[src/rtl/core/tfp6_pkg.sv]
// ---------------------------------------------------------------------------
// tfp6_pkg
// Shared types and constants for the 6-bit text frame parser.
// ---------------------------------------------------------------------------
package tfp6_pkg;

    // frame type bytes
    localparam logic [7:0] TYPE_TEXT = 8'h01;
    localparam logic [7:0] TYPE_ACK  = 8'h02;

    // largest accepted character count
    localparam logic [7:0] MAX_CHARS = 8'd50;

    // mask of one character code
    localparam logic [5:0] CODE_MASK = 6'h3F;

    // most character items one byte can complete
    localparam int CHARS_PER_BYTE = 2;

    // most result items one byte can cause
    localparam int SLOTS = CHARS_PER_BYTE + 1;

    // frame status codes
    localparam logic [2:0] ST_OK          = 3'd0;
    localparam logic [2:0] ST_UNKNOWN     = 3'd1;
    localparam logic [2:0] ST_SHORT       = 3'd2;
    localparam logic [2:0] ST_COUNT_LARGE = 3'd3;
    localparam logic [2:0] ST_PACKED_SHORT = 3'd4;

    // result kinds
    localparam logic RES_CHAR = 1'b0;
    localparam logic RES_END  = 1'b1;

    // message kinds
    localparam logic MSG_TEXT = 1'b0;
    localparam logic MSG_ACK  = 1'b1;

    // frame type seen in the first byte
    typedef enum logic [1:0] {
        KIND_NONE    = 2'd0,
        KIND_TEXT    = 2'd1,
        KIND_ACK     = 2'd2,
        KIND_UNKNOWN = 2'd3
    } t_kind;

    // input item
    typedef struct packed {
        logic [7:0] byte_value;
        logic       frame_end;
    } t_in_item;

    // result item
    typedef struct packed {
        logic               item_kind;
        logic [5:0]         char_code;
        logic [5:0]         char_position;
        logic [2:0]         frame_status;
        logic               message_kind;
        logic [7:0]         sequence_res;
        logic [7:0]         char_total;
        logic               gps_present;
        logic signed [31:0] latitude;
        logic signed [31:0] longitude;
        logic               last_of_run;
    } t_out_item;

endpackage

[src/rtl/core/text_frame_parser_6bit.sv]
// ---------------------------------------------------------------------------
// text_frame_parser_6bit
// Results of an accepted byte are registered and appear in the next cycle.
// Throughput: one byte per cycle while each byte causes at most one result and
// the output is not stalled; a byte with up to 3 results holds the input until
// its last is taken from the single-read buffer, one item per unstalled cycle.
// Reset (synchronous, active low) clears the frame state and pending results.
// ---------------------------------------------------------------------------
module text_frame_parser_6bit
    import tfp6_pkg::*;
(
    input  logic      i_clk,
    input  logic      i_rst_n,
    input  logic      i_in_valid,
    output logic      o_in_stall,
    input  t_in_item  i_in_item,
    output logic      o_out_valid,
    input  logic      i_out_stall,
    output t_out_item o_out_item
);

    // frame state
    logic [8:0]  r_byte_pos;
    t_kind       r_kind;
    logic [7:0]  r_seq;
    logic [7:0]  r_count;
    logic [7:0]  r_plen;
    logic [3:0]  r_residue;
    logic [2:0]  r_res_bits;
    logic [7:0]  r_chars_done;
    logic        r_gps_flag;
    logic [31:0] r_lat;
    logic [31:0] r_lon;
    logic        r_count_err;

    logic [8:0]  n_byte_pos;
    t_kind       n_kind;
    logic [7:0]  n_seq;
    logic [7:0]  n_count;
    logic [7:0]  n_plen;
    logic [3:0]  n_residue;
    logic [2:0]  n_res_bits;
    logic [7:0]  n_chars_done;
    logic        n_gps_flag;
    logic [31:0] n_lat;
    logic [31:0] n_lon;
    logic        n_count_err;

    // result buffer
    t_out_item   r_slot [SLOTS];
    logic [1:0]  r_cnt;
    t_out_item   n_slot [SLOTS];
    logic [1:0]  n_cnt;

    logic accept;
    logic pop;

    // handshake
    assign o_out_valid = (r_cnt != 2'd0);
    assign o_out_item  = r_slot[0];
    assign pop         = o_out_valid && !i_out_stall;
    assign o_in_stall  = !((r_cnt == 2'd0) || ((r_cnt == 2'd1) && !i_out_stall));
    assign accept      = i_in_valid && !o_in_stall;

    // byte decode, character extraction and end-of-frame status
    always_comb begin
        logic [7:0]  b;
        logic [9:0]  p;
        logic [9:0]  len;
        logic [9:0]  plen_x;
        logic [11:0] acc;
        logic [3:0]  nb;
        logic [3:0]  sh;
        logic [7:0]  done;
        logic [1:0]  nc;
        logic [9:0]  k_off;
        logic [2:0]  k;
        logic        gps_ok;
        t_out_item   end_item;

        b      = i_in_item.byte_value;
        p      = {1'b0, r_byte_pos};
        len    = p + 10'd1;
        plen_x = {2'b00, r_plen};
        acc    = {r_residue, b};
        nb     = {1'b0, r_res_bits} + 4'd8;
        done   = r_chars_done;
        nc     = 2'd0;
        sh     = 4'd0;
        k_off  = 10'd0;
        k      = 3'd0;
        gps_ok = 1'b0;

        n_byte_pos   = (r_byte_pos != 9'h1FF) ? r_byte_pos + 9'd1 : r_byte_pos;
        n_kind       = r_kind;
        n_seq        = r_seq;
        n_count      = r_count;
        n_plen       = r_plen;
        n_residue    = r_residue;
        n_res_bits   = r_res_bits;
        n_chars_done = r_chars_done;
        n_gps_flag   = r_gps_flag;
        n_lat        = r_lat;
        n_lon        = r_lon;
        n_count_err  = r_count_err;

        for (int i = 0; i < SLOTS; i++) begin
            n_slot[i] = '0;
        end

        // field capture by position
        if (p == 10'd0) begin
            if (b == TYPE_TEXT) begin
                n_kind = KIND_TEXT;
            end else if (b == TYPE_ACK) begin
                n_kind = KIND_ACK;
            end else begin
                n_kind = KIND_UNKNOWN;
            end
        end else if (r_kind == KIND_ACK) begin
            if (p == 10'd1) begin
                n_seq = b;
            end
        end else if (r_kind == KIND_TEXT) begin
            if (p == 10'd1) begin
                n_seq = b;
            end else if (p == 10'd2) begin
                n_count     = b;
                n_count_err = (b > MAX_CHARS);
            end else if (p == 10'd3) begin
                n_plen = b;
            end else if (p < 10'd4 + plen_x) begin
                // unpack 6-bit codes, most significant bit first
                if (!r_count_err) begin
                    for (int c = 0; c < CHARS_PER_BYTE; c++) begin
                        if (nb >= 4'd6 && done < r_count) begin
                            sh = nb - 4'd6;
                            n_slot[c].item_kind     = RES_CHAR;
                            n_slot[c].char_code     = 6'(acc >> sh) & CODE_MASK;
                            n_slot[c].char_position = done[5:0];
                            n_slot[c].message_kind  = MSG_TEXT;
                            n_slot[c].sequence_res  = r_seq;
                            n_slot[c].char_total    = r_count;
                            done = done + 8'd1;
                            nb   = nb - 4'd6;
                            nc   = nc + 2'd1;
                        end
                    end
                    n_chars_done = done;
                    if (nb < 4'd6) begin
                        n_residue  = 4'(acc & ((12'd1 << nb) - 12'd1));
                        n_res_bits = nb[2:0];
                    end else begin
                        n_residue  = 4'd0;
                        n_res_bits = 3'd0;
                    end
                end
            end else if (p == 10'd4 + plen_x) begin
                n_gps_flag = (b != 8'd0);
            end else if (p < 10'd13 + plen_x) begin
                // little-endian coordinate bytes
                k_off = p - (10'd5 + plen_x);
                k     = k_off[2:0];
                if (!k[2]) begin
                    n_lat[{k[1:0], 3'b000} +: 8] = r_lat[{k[1:0], 3'b000} +: 8] | b;
                end else begin
                    n_lon[{k[1:0], 3'b000} +: 8] = r_lon[{k[1:0], 3'b000} +: 8] | b;
                end
            end
        end

        // end-of-frame result from the updated state
        end_item           = '0;
        end_item.item_kind = RES_END;
        case (n_kind)
            KIND_TEXT: begin
                end_item.message_kind = MSG_TEXT;
                end_item.sequence_res = (len >= 10'd2) ? n_seq : 8'd0;
                end_item.char_total   = (len >= 10'd3) ? n_count : 8'd0;
                gps_ok = (len >= 10'd5 + plen_x) && (len >= 10'd4) && n_gps_flag;
                end_item.gps_present  = gps_ok;
                if (len < 10'd4 || len < 10'd5 + plen_x) begin
                    end_item.frame_status = ST_SHORT;
                end else if (n_count_err) begin
                    end_item.frame_status = ST_COUNT_LARGE;
                end else if (n_chars_done < n_count) begin
                    end_item.frame_status = ST_PACKED_SHORT;
                end else if (n_gps_flag && len < 10'd13 + plen_x) begin
                    end_item.frame_status = ST_SHORT;
                end else begin
                    end_item.frame_status = ST_OK;
                    if (gps_ok) begin
                        end_item.latitude  = n_lat;
                        end_item.longitude = n_lon;
                    end
                end
            end
            KIND_ACK: begin
                end_item.message_kind = MSG_ACK;
                if (len < 10'd2) begin
                    end_item.frame_status = ST_SHORT;
                end else begin
                    end_item.sequence_res = n_seq;
                end
            end
            default: begin
                end_item.frame_status = ST_UNKNOWN;
            end
        endcase

        // place the end item and mark the last item of the byte
        n_cnt = nc + {1'b0, i_in_item.frame_end};
        if (i_in_item.frame_end) begin
            n_slot[nc] = end_item;
        end
        if (n_cnt != 2'd0) begin
            n_slot[n_cnt - 2'd1].last_of_run = 1'b1;
        end

        // closing byte clears the frame
        if (i_in_item.frame_end) begin
            n_byte_pos   = 9'd0;
            n_kind       = KIND_NONE;
            n_seq        = 8'd0;
            n_count      = 8'd0;
            n_plen       = 8'd0;
            n_residue    = 4'd0;
            n_res_bits   = 3'd0;
            n_chars_done = 8'd0;
            n_gps_flag   = 1'b0;
            n_lat        = 32'd0;
            n_lon        = 32'd0;
            n_count_err  = 1'b0;
        end
    end

    // frame state registers
    always_ff @(posedge i_clk) begin
        if (!i_rst_n) begin
            r_byte_pos   <= 9'd0;
            r_kind       <= KIND_NONE;
            r_seq        <= 8'd0;
            r_count      <= 8'd0;
            r_plen       <= 8'd0;
            r_residue    <= 4'd0;
            r_res_bits   <= 3'd0;
            r_chars_done <= 8'd0;
            r_gps_flag   <= 1'b0;
            r_lat        <= 32'd0;
            r_lon        <= 32'd0;
            r_count_err  <= 1'b0;
        end else if (accept) begin
            r_byte_pos   <= n_byte_pos;
            r_kind       <= n_kind;
            r_seq        <= n_seq;
            r_count      <= n_count;
            r_plen       <= n_plen;
            r_residue    <= n_residue;
            r_res_bits   <= n_res_bits;
            r_chars_done <= n_chars_done;
            r_gps_flag   <= n_gps_flag;
            r_lat        <= n_lat;
            r_lon        <= n_lon;
            r_count_err  <= n_count_err;
        end
    end

    // result item count
    always_ff @(posedge i_clk) begin
        if (!i_rst_n) begin
            r_cnt <= 2'd0;
        end else if (accept) begin
            r_cnt <= n_cnt;
        end else if (pop) begin
            r_cnt <= r_cnt - 2'd1;
        end
    end

    // result payload: load on accept, shift down on each taken item
    always_ff @(posedge i_clk) begin
        if (accept) begin
            for (int i = 0; i < SLOTS; i++) begin
                r_slot[i] <= n_slot[i];
            end
        end else if (pop) begin
            for (int i = 0; i < SLOTS - 1; i++) begin
                r_slot[i] <= r_slot[i + 1];
            end
        end
    end

endmodule

[config.mk]
export PLATFORM = sky130hd
export DESIGN_NAME = text_frame_parser_6bit
export DESIGN_NICKNAME = d
export VERILOG_FILES = /design/src/rtl/core/tfp6_pkg.sv /design/src/rtl/core/text_frame_parser_6bit.sv
export SDC_FILE = /design/constraint.sdc
export NUM_CORES = 1
export LEC_CHECK = 0
export ABC_AREA = 1
export BUFFER_PORTS_ARGS = -buffer_cell sky130_fd_sc_hd__buf_2
export CORE_AREA = 2 2 279 281
export CTS_CLUSTER_SIZE = 25
export DETAILED_ROUTE_END_ITERATION = 6
export DIE_AREA = 0 0 281 283
export PLACE_DENSITY = 0.42
export SLEW_MARGIN = 5
export SYNTH_ARGS = -nofsm -noshare
export SYNTH_HDL_FRONTEND = slang
export SYNTH_SLANG_ARGS = --single-unit
export TNS_END_PERCENT = 50
[constraint.sdc]
create_clock -name i_clk -period 20.5 [get_ports i_clk]
set_input_delay 2.05 -clock i_clk [delete_from_list [all_inputs] [get_ports i_clk]]
set_output_delay 2.05 -clock i_clk [all_outputs]
set_load 0.02 [all_outputs]
==> metrics, run 1 <==
DRC violations left 0; setup violators final 0; Critical Path Max Stage Delay 0.77 ns; most frequent cell after synthesis nand2_1; layout cells sized above 1 10.3%; die area 0.0795 mm^2; Routed WL per cell 18.0 um; syn_nets approximately 2900; Fin Hold WS 0.467 ns; sequential share of the synthesized area 47.9%; Synth Warn # 0; via count 18000; GR met3 Demand/Resource between 2 and 2.5%; DR iter-0 viols 1226; unique cell type count in the Yosys netlist 60; Pleak 9.49 nW; met1 global-route usage 23.3%; final wirelength between 60 and 70 mm; Max Buffers Root-to-Sink 3; status finished clean; H-Tree Depth 2; Initial Util between 20% and 30%; Synth top cells by count 880 x nand2_1, 285 x edfxtp_1, 265 x inv_1, 173 x a21oi_1, 161 x nor2_1; Pwr Total a little under 0.002 W; Initial DRT Pass Iterations 5; gr usage total 17.0%; post-DP HPWL 44.0 mm; most used cell, CP nand2_1; Hold Path Class flop to flop; Final #Nets 2821; CP max stage cell buf_4; first-pass GRT wire length 106 mm; number of global-route vias before repair 17600; largest cells by area after synthesis edfxtp_1 38%, nand2_1 15%, dfxtp_1 10%; Top Usage Layer GRT met2; Post-synth EDFFs 285; post-synth top area share 37.6%; max_cap viols 0; placed instance area 0.0233 mm^2; Critical Path Sink Type flop; remaining antenna violation count after routing 0; Hold-fix buffers, CTS 0; Slew headroom 20.3%; Crit Path Max Fanout 67; Setup Skew 0.0264 ns; die height about 280 um; Post-synth ARST share 0%; Worst Tran Pin Value 1.19 ns; crit share post-route 36.1%; final core utilization 32.3%; worst path required time between 20 and 25 ns; arrival time worst endpoint between 7 and 8 ns; Core ar. approximately 0.077 mm^2; clock slew at reported path FFs 0.06 ns; vias per inst 4.74; Ports 114; CTS buffer count 48; Seq cells post-synth 402; worst-case vdd ir drop 0.0515 mV; RePlAce Congestion 0.851; setup_tns 0 ns; ys flop type edfxtp_1; Root Buffer clkbuf_16; GRT Residual Overflow 0; Critical Path Start Type flop; final hold violations 0; Setup Buffers After CTS 0; met2 Usage GRT 28.5%; fmax 0.135 GHz; Min Clock Period, post-route ~7.4 ns; fillers 8223; RSZ-0062 raised after global routing no; design area around 0.025 mm^2; Post-Synthesis Cells ~2800; TritonCTS clock tree done; # resized after CTS 0; Avg Cell Area, Syn 8.16 um^2; largest area contributor in the netlist edfxtp_1; largest net degree at the start of global routing 90; Clock Sink Count 402; Post-Synthesis Cell Area between 0.02 and 0.025 mm^2; port bufs 113; initial antenna violation count 0; width of the die 281 um; fin. max-slew vios 0; Clock Latency Late Sink 0.60 ns; crit path kind flop to flop; # rows 102; layout overhead on the synthesized area 8.89%; PwrDens 79.2 mW/mm^2
==> sequential cells by signal (all words and copies together), names as in the netlist <==
signal,cells
r_kind,2
r_count_err,1
r_count,8
r_seq,8
r_lat,32
r_plen,8
r_slot,285
r_cnt,2
r_byte_pos,9
r_res_bits,2
r_chars_done,8
r_gps_flag,1
r_residue,4
r_lon,32
==> metrics by stage <==
| step | instances | setup slack (ns) |
|---|---|---|
| 2_1_floorplan | 2787 | 3.53 |
| 3_3_place_gp | 3715 | 13.16 |
| 3_5_place_dp | 3715 | 13.09 |
| 4_1_cts | 3802 | 13.06 |
| 5_1_grt | 3802 | 12.22 |
| 6_report | 3803 | 13.10 |
==> cell usage in the layout (no fill, tap or decap), types with 8 or more instances in the layout <==
cell type,instances
edfxtp_1,285
inv_2,12
nor3_1,95
dfxtp_1,117
nor2_1,159
nand2_1,879
buf_2,113
o211ai_1,19
o21ai_0,144
buf_4,19
o221ai_1,14
inv_1,262
nand3_1,55
clkinv_2,11
clkbuf_1,14
a22oi_1,8
clkbuf_16,48
o21ai_1,26
nor2_4,17
ha_1,82
nand4_1,56
a21oi_1,173
nor2_2,28
xor2_1,25
clkinv_1,12
==> power by group <==
group	internal [W]	switching, W	total (W)
logic	0.0000412	0.000167	0.000209
clock network	0.000446	0.000355	0.000801
registers	0.000936	0.0000157	0.000952
total	0.00142	0.000538	0.00196
==> per-layer routing <==
layer | vias to the layer above | part of all wire (%)
li1 | 8970 | -
met1 | 8627 | 47
met2 | 362 | 47
met3 | 73 | 3.9
met4 | 0 | 1.8
met5 | - | 0
==> final timing paths <==
path                      startpoint                endpoint  slack (ns)  cells after the start
max          r_count[5]$_SDFFE_PN0P_  r_slot[0][8]$_DFFE_PP_       13.10                     30
min           r_lon[22]$_SDFFE_PN0P_  r_lon[22]$_SDFFE_PN0P_        0.47                      2
max reg2reg  r_count[5]$_SDFFE_PN0P_  r_slot[0][8]$_DFFE_PP_       13.10                     30
min reg2reg   r_lon[22]$_SDFFE_PN0P_  r_lon[22]$_SDFFE_PN0P_        0.47                      2
==> cell families (layout without fill, tap and decap cells) <==
| logic type | Yosys count | in the layout | share of synthesized area [%] |
|---|---|---|---|
| flip-flops | 402 | 402 | 47.9 |
| XOR/XNOR | 31 | 31 | 1.23 |
| AND/OR/NAND/NOR | 1323 | 1323 | 24.8 |
| AO/OA/AOI/OAI | 422 | 422 | 10.3 |
| other | 1 | 2 | 0.0165 |
| adder cells (fa/ha/maj) | 83 | 83 | 4.60 |
| buffers and inverters | 525 | 500 | 11.2 |
==> layout make-up <==
cell class | count | area, um^2 | share of cell area [%]
clock inverter | 25 | 179 | 0.723
timing repair buffer | 132 | 708 | 2.86
multi-input combinational | 1860 | 9340 | 37.7
sequential | 402 | 10900 | 44.0
antenna | 1 | 2.50 | 0.0101
inverter | 281 | 1070 | 4.32
tap | 1040 | 1300 | 5.26
clock buffer | 62 | 1250 | 5.06
==> critical path, delay by kind of cell, from the launching register on <==
kind	cells	cell delay [ns]
AOI/OAI and AO/OA	7	1.79
DFF	1	0.35
adders and majority gates	3	0.93
buffers and inverters	4	1.36
and+or+nand+nor	16	2.55
No activity file was read; power rests on OpenSTA's default activity.
==> run 2, diff against run 1 <==
- PLACE_DENSITY: 0.42 -> 0.43
- clock period: 20.5 -> 6.05 ns (I/O delays scaled with it)
==> metrics, run 2 (synthesis gave the netlist of run 1 again) <==
status finished clean; most frequent cells in the layout 878 x nand2_1, 285 x edfxtp_1, 261 x inv_1, 173 x a21oi_1, 159 x nor2_1; Clock Latency Late Sink 0.58 ns; final hold violations 0; first-pass GRT wire length 106 mm; width of the die 281 um; fin. max-slew vios 0; layout overhead on the synthesized area 10.5%; # rows 102; setup violators final 0; Core ar. 0.0767 mm^2; CTS buffer count 46; fillers roughly 8200; vias per inst ~4.7; n_diodes 0; via count 18200; die height between 200 and 300 um; DRC violations left 0; clock slew at reported path FFs about 0.06 ns; largest net degree at the start of global routing 99; worst-case vdd ir drop about 0.16 mV; Critical Path Sink Type flop; Buffers & Inverters on Critical Path 7; top flop regs r_slot: 285 flops, r_lat: 32 flops, r_lon: 32 flops; max_cap viols 0; Top reg by flops r_slot; Ports 114; crit share post-route 91.4%; Critical Path Max Stage Delay 0.35 ns; port bufs around 110; Root Buffer clkbuf_16; Final #Nets 2856; fmax 0.181 GHz; number of global-route vias before repair 17600; Routed WL per cell 17.9 um; DR iter-0 viols 1314; CP max stage cell dfxtp_1; PwrDens 269 mW/mm^2; WHS Path Cells 2; Crit Path Max Fanout 13; layout cells sized above 1 11.6%; max reg flops between 200 and 300; arrival time worst endpoint 5.83 ns; Hold-fix buffers, CTS 0; initial antenna violation count 3; RePlAce Congestion 0.872; Critical Path Start Type flop; placed instance count about 3800; Final Non-Filler Cells approximately 3800; R2R depth 32; Slew headroom a little over a quarter; CP Depth 32; GRT Residual Overflow 0; final core utilization 32.8%; gr usage total 17.1%; Initial Util 29.6%; remaining antenna violation count after routing 0; CP delay by family, top simple AND/OR/NAND/NOR gates; post-DP HPWL 44.7 mm; Setup Skew 0.0121 ns; die area 0.0795 mm^2; final wirelength 68.7 mm; setup_tns 0 ns; Hold Path Class primary input to flop; worst path required time between 6 and 7 ns; Clock Sink Count 402; Worst Tran Pin Value 1.09 ns; Max Buffers Root-to-Sink 3; Min Clock Period, post-route ~5.5 ns; commonest non-fill, non-tap cell in the layout nand2_1; Pleak 9.69 nW; TritonCTS clock tree done; most used cell, CP nand2_1; crit path kind flop to flop; H-Tree Depth 2; Initial DRT Pass Iterations 6
run 2: changes by cell type in the layout (fill, tap and decap cells not counted), moves of 2 or more:
cell       change
bufinv_16      +2
buf_4         +33
buf_12         +3
clkinv_1       -5
clkbuf_1       +2
clkbuf_8       +5
run 2: path summary, 6_finish.rpt:
path	startpoint	endpoint	slack, ns
max	r_count[5]$_SDFFE_PN0P_	r_slot[0][4]$_DFFE_PP_	0.52
min	i_rst_n	r_cnt[1]$_SDFFE_PN0P_	0.31
max reg2reg	r_count[5]$_SDFFE_PN0P_	r_slot[0][4]$_DFFE_PP_	0.52
min reg2reg	r_lat[22]$_SDFFE_PN0P_	r_lat[22]$_SDFFE_PN0P_	0.46
run 2: what timing repair did:
item,in CTS,in global routing
buffers inserted,0,1
gates resized for setup,0,4
endpoints found under the setup margin,0,188
endpoints found under the hold margin,0,0
run 2: cell type report:
| cell class | instances | area (um^2) | area share (%) |
|---|---|---|---|
| clock buffer | 68 | 1310 | 5.19 |
| clock inverter | 17 | 161 | 0.642 |
| inverter | 281 | 1070 | 4.26 |
| multi-input combinational | 1861 | 9370 | 37.3 |
| sequential | 402 | 10900 | 43.4 |
| tap | 1040 | 1300 | 5.18 |
| timing repair buffer | 168 | 1020 | 4.04 |
run 2: report_power, final:
part | internal [W] | leakage, nW | switching (W)
clock | 0.00162 | 0.719 | 0.00118
combinational | 0.000149 | 5.12 | 0.000575
sequential | 0.00317 | 3.85 | 0.0000540
run 2: layer usage:
layer | global-route usage (%) | share of wire, % | vias up
met1 | 23.7 | 47 | 8653
met4 | 4.80 | 2.5 | 2
met5 | 0 | 0.010 | -
met3 | 2.54 | 4.7 | 96
met2 | 27.4 | 46 | 432
li1 | - | - | 9038
run 2: stage by stage:
stage | total power, W | area (um^2) | setup slack [ns] | hold slack [ns]
2_1_floorplan | 0.00383 | 22700 | 1.08 | 0.445
3_3_place_gp | 0.00401 | 23600 | 0.271 | 0.452
3_5_place_dp | 0.00401 | 23600 | 0.267 | 0.456
4_1_cts | 0.00685 | 25100 | 0.207 | 0.276
5_1_grt | 0.00702 | 25100 | -0.00163 | 0.291
6_report | 0.00675 | 25100 | 0.522 | 0.306
==> run 3, diff against run 2 <==
- CORE_AREA: 2 2 279 281 -> 2 2 198 239
- DIE_AREA: 0 0 281 283 -> 0 0 200 241
- PLACE_DENSITY: 0.43 -> 0.66
==> metrics, run 3 (synthesis gave the netlist of run 1 again) <==
status finished clean; setup_tns 0 ns; crit path kind flop to flop; TritonCTS clock tree done; worst path required time between 6 and 7 ns; clock slew at reported path FFs 0.06 ns; post-DP HPWL 39.3 mm; most used cell, CP nand2_1; final hold violations 0; layout overhead on the synthesized area 7.15%; Critical Path Start Type flop; met2 wire len 29.4 mm; Root Buffer clkbuf_16; crit share post-route 91.6%; R2R depth 30; Critical Path Sink Type flop; highest metal used met4; width of the die 200 um; WHS Path Cells 2; Min Clock Period, post-route 5.54 ns; GRT Residual Overflow 0; CP max stage cell dfxtp_1; via count 18200; critical path endpoint r_slot[0][45]$_DFFE_PP_; Ports 114; max_cap viols 0; Critical R2R Launch r_count[5]$_SDFFE_PN0P_; setup violators final 0; Setup Buffers After CTS 0; layout cells sized above 1 11.0%; Top reg by flops r_slot; RSZ-0062 raised after global routing no; Clock Sink Count approximately 400; Critical Path Max Stage Delay 0.35 ns; commonest non-fill, non-tap cell in the layout nand2_1; top flop regs r_slot: 285 flops, r_lat: 32 flops, r_lon: 32 flops; Clock Latency Late Sink 0.59 ns; Setup Skew 0.0190 ns; Core ar. approximately 0.046 mm^2; most frequent cells in the layout 879 x nand2_1, 285 x edfxtp_1, 262 x inv_1, 173 x a21oi_1, 160 x nor2_1; WL met3 3.02 mm; die area 0.0482 mm^2; CP Launch Point r_count[5]$_SDFFE_PN0P_; n_diodes 0; DRC violations left 0; RR Endpoint r_slot[0][45]$_DFFE_PP_; arrival time worst endpoint 5.87 ns; DR iter-0 viols 1245; max reg flops roughly 290; fin. max-slew vios 0; CTS buffer count 43; RePlAce Congestion 0.946; Crit Path Max Fanout 38; Initial Util 49.7%; number of global-route vias before repair about 18000; # rows 86; Initial DRT Pass Iterations 7; Pleak about 9.6 nW; setup ws final 0.509 ns; largest net degree at the start of global routing 135; Place WS 0.517 ns; final wirelength 59.2 mm; remaining antenna violation count after routing 0; fmax 0.180 GHz; R2R setup slack 0.51 ns; gr usage total 24.8%; Routed WL per cell around 17 um; Worst Tran Pin Value about 1.1 ns; initial antenna violation count 1; M1 wire length 24.8 mm; Hold Path Class primary input to flop; H-Tree Depth 2; PwrDens about 270 mW/mm^2; first-pass GRT wire length 94.1 mm; Max Buffers Root-to-Sink 3; die height around 240 um; placed instance area 0.0230 mm^2; vias per inst 5.35; Slew headroom between 20% and 30%; port bufs 113; Final #Nets 2838; worst-case vdd ir drop 0.233 mV; design area 0.0244 mm^2; Pwr Total 0.00651 W
==> run 3: worst max-delay path: cells and delay by family (launching register included) <==
family                     cells  cell delay, ns
AOI/OAI and AO/OA              9            1.75
adders and majority gates      3            0.95
buffers and inverters          6            1.05
DFF                            1            0.35
and+or+nand+nor               12            1.14
==> run 3: per-layer routing <==
| metal | vias up | track usage [%] |
|---|---|---|
| met2 | 557 | 43.7 |
| met3 | 111 | 3.16 |
| li1 | 8998 | - |
| met4 | 0 | 9.70 |
| met5 | - | 0 |
| met1 | 8495 | 30.9 |
==> run 3: how the worst min path moves through the flow <==
stage / startpoint / slack (ns) / endpoint
final: i_rst_n / 0.33 / r_cnt[1]$_SDFFE_PN0P_
after detailed placement: r_lon[10]$_SDFFE_PN0P_ / 0.46 / r_lon[10]$_SDFFE_PN0P_
after global placement: r_lon[8]$_SDFFE_PN0P_ / 0.45 / r_lon[8]$_SDFFE_PN0P_
after floorplan: r_gps_flag$_SDFFE_PN0P_ / 0.45 / r_gps_flag$_SDFFE_PN0P_
after CTS: i_rst_n / 0.30 / r_cnt[1]$_SDFFE_PN0P_
after global routing: i_rst_n / 0.32 / r_cnt[1]$_SDFFE_PN0P_
==> run 3: cell type report <==
cell class / instances / area [um^2]
inverters: 281 / 1070
clock buffers: 56 / 1190
multi-input cells: 1860 / 9340
well taps: 616 / 771
repair buffers: 154 / 927
clock inverters: 23 / 171
flip-flops and latches: 402 / 10900
fillers: 4266 / 21400
==> run 3: timing repair <==
item / in CTS / in global routing
endpoints found under the setup margin: 0 / 16
hold buffers: 0 / 0
resized for setup: 0 / 1
endpoints found under the hold margin: 0 / 0
==> run 3: power by group <==
part / switching, W / leakage [nW] / total [W] / internal [W]
sequential: 0.0000538 / 3.85 / 0.00322 / 0.00317
combinational: 0.000544 / 5.06 / 0.000692 / 0.000149
clock: 0.00115 / 0.666 / 0.00259 / 0.00144
==> run 3: through the flow <==
stage               cells  hold slack [ns]  utilization, %
global placement     3313            0.452            50.3
detailed placement   3313            0.457            50.3
finish               3392            0.330            53.3
global route         3392            0.320            53.3
CTS                  3392            0.302            53.3
floorplan            2787            0.445               -
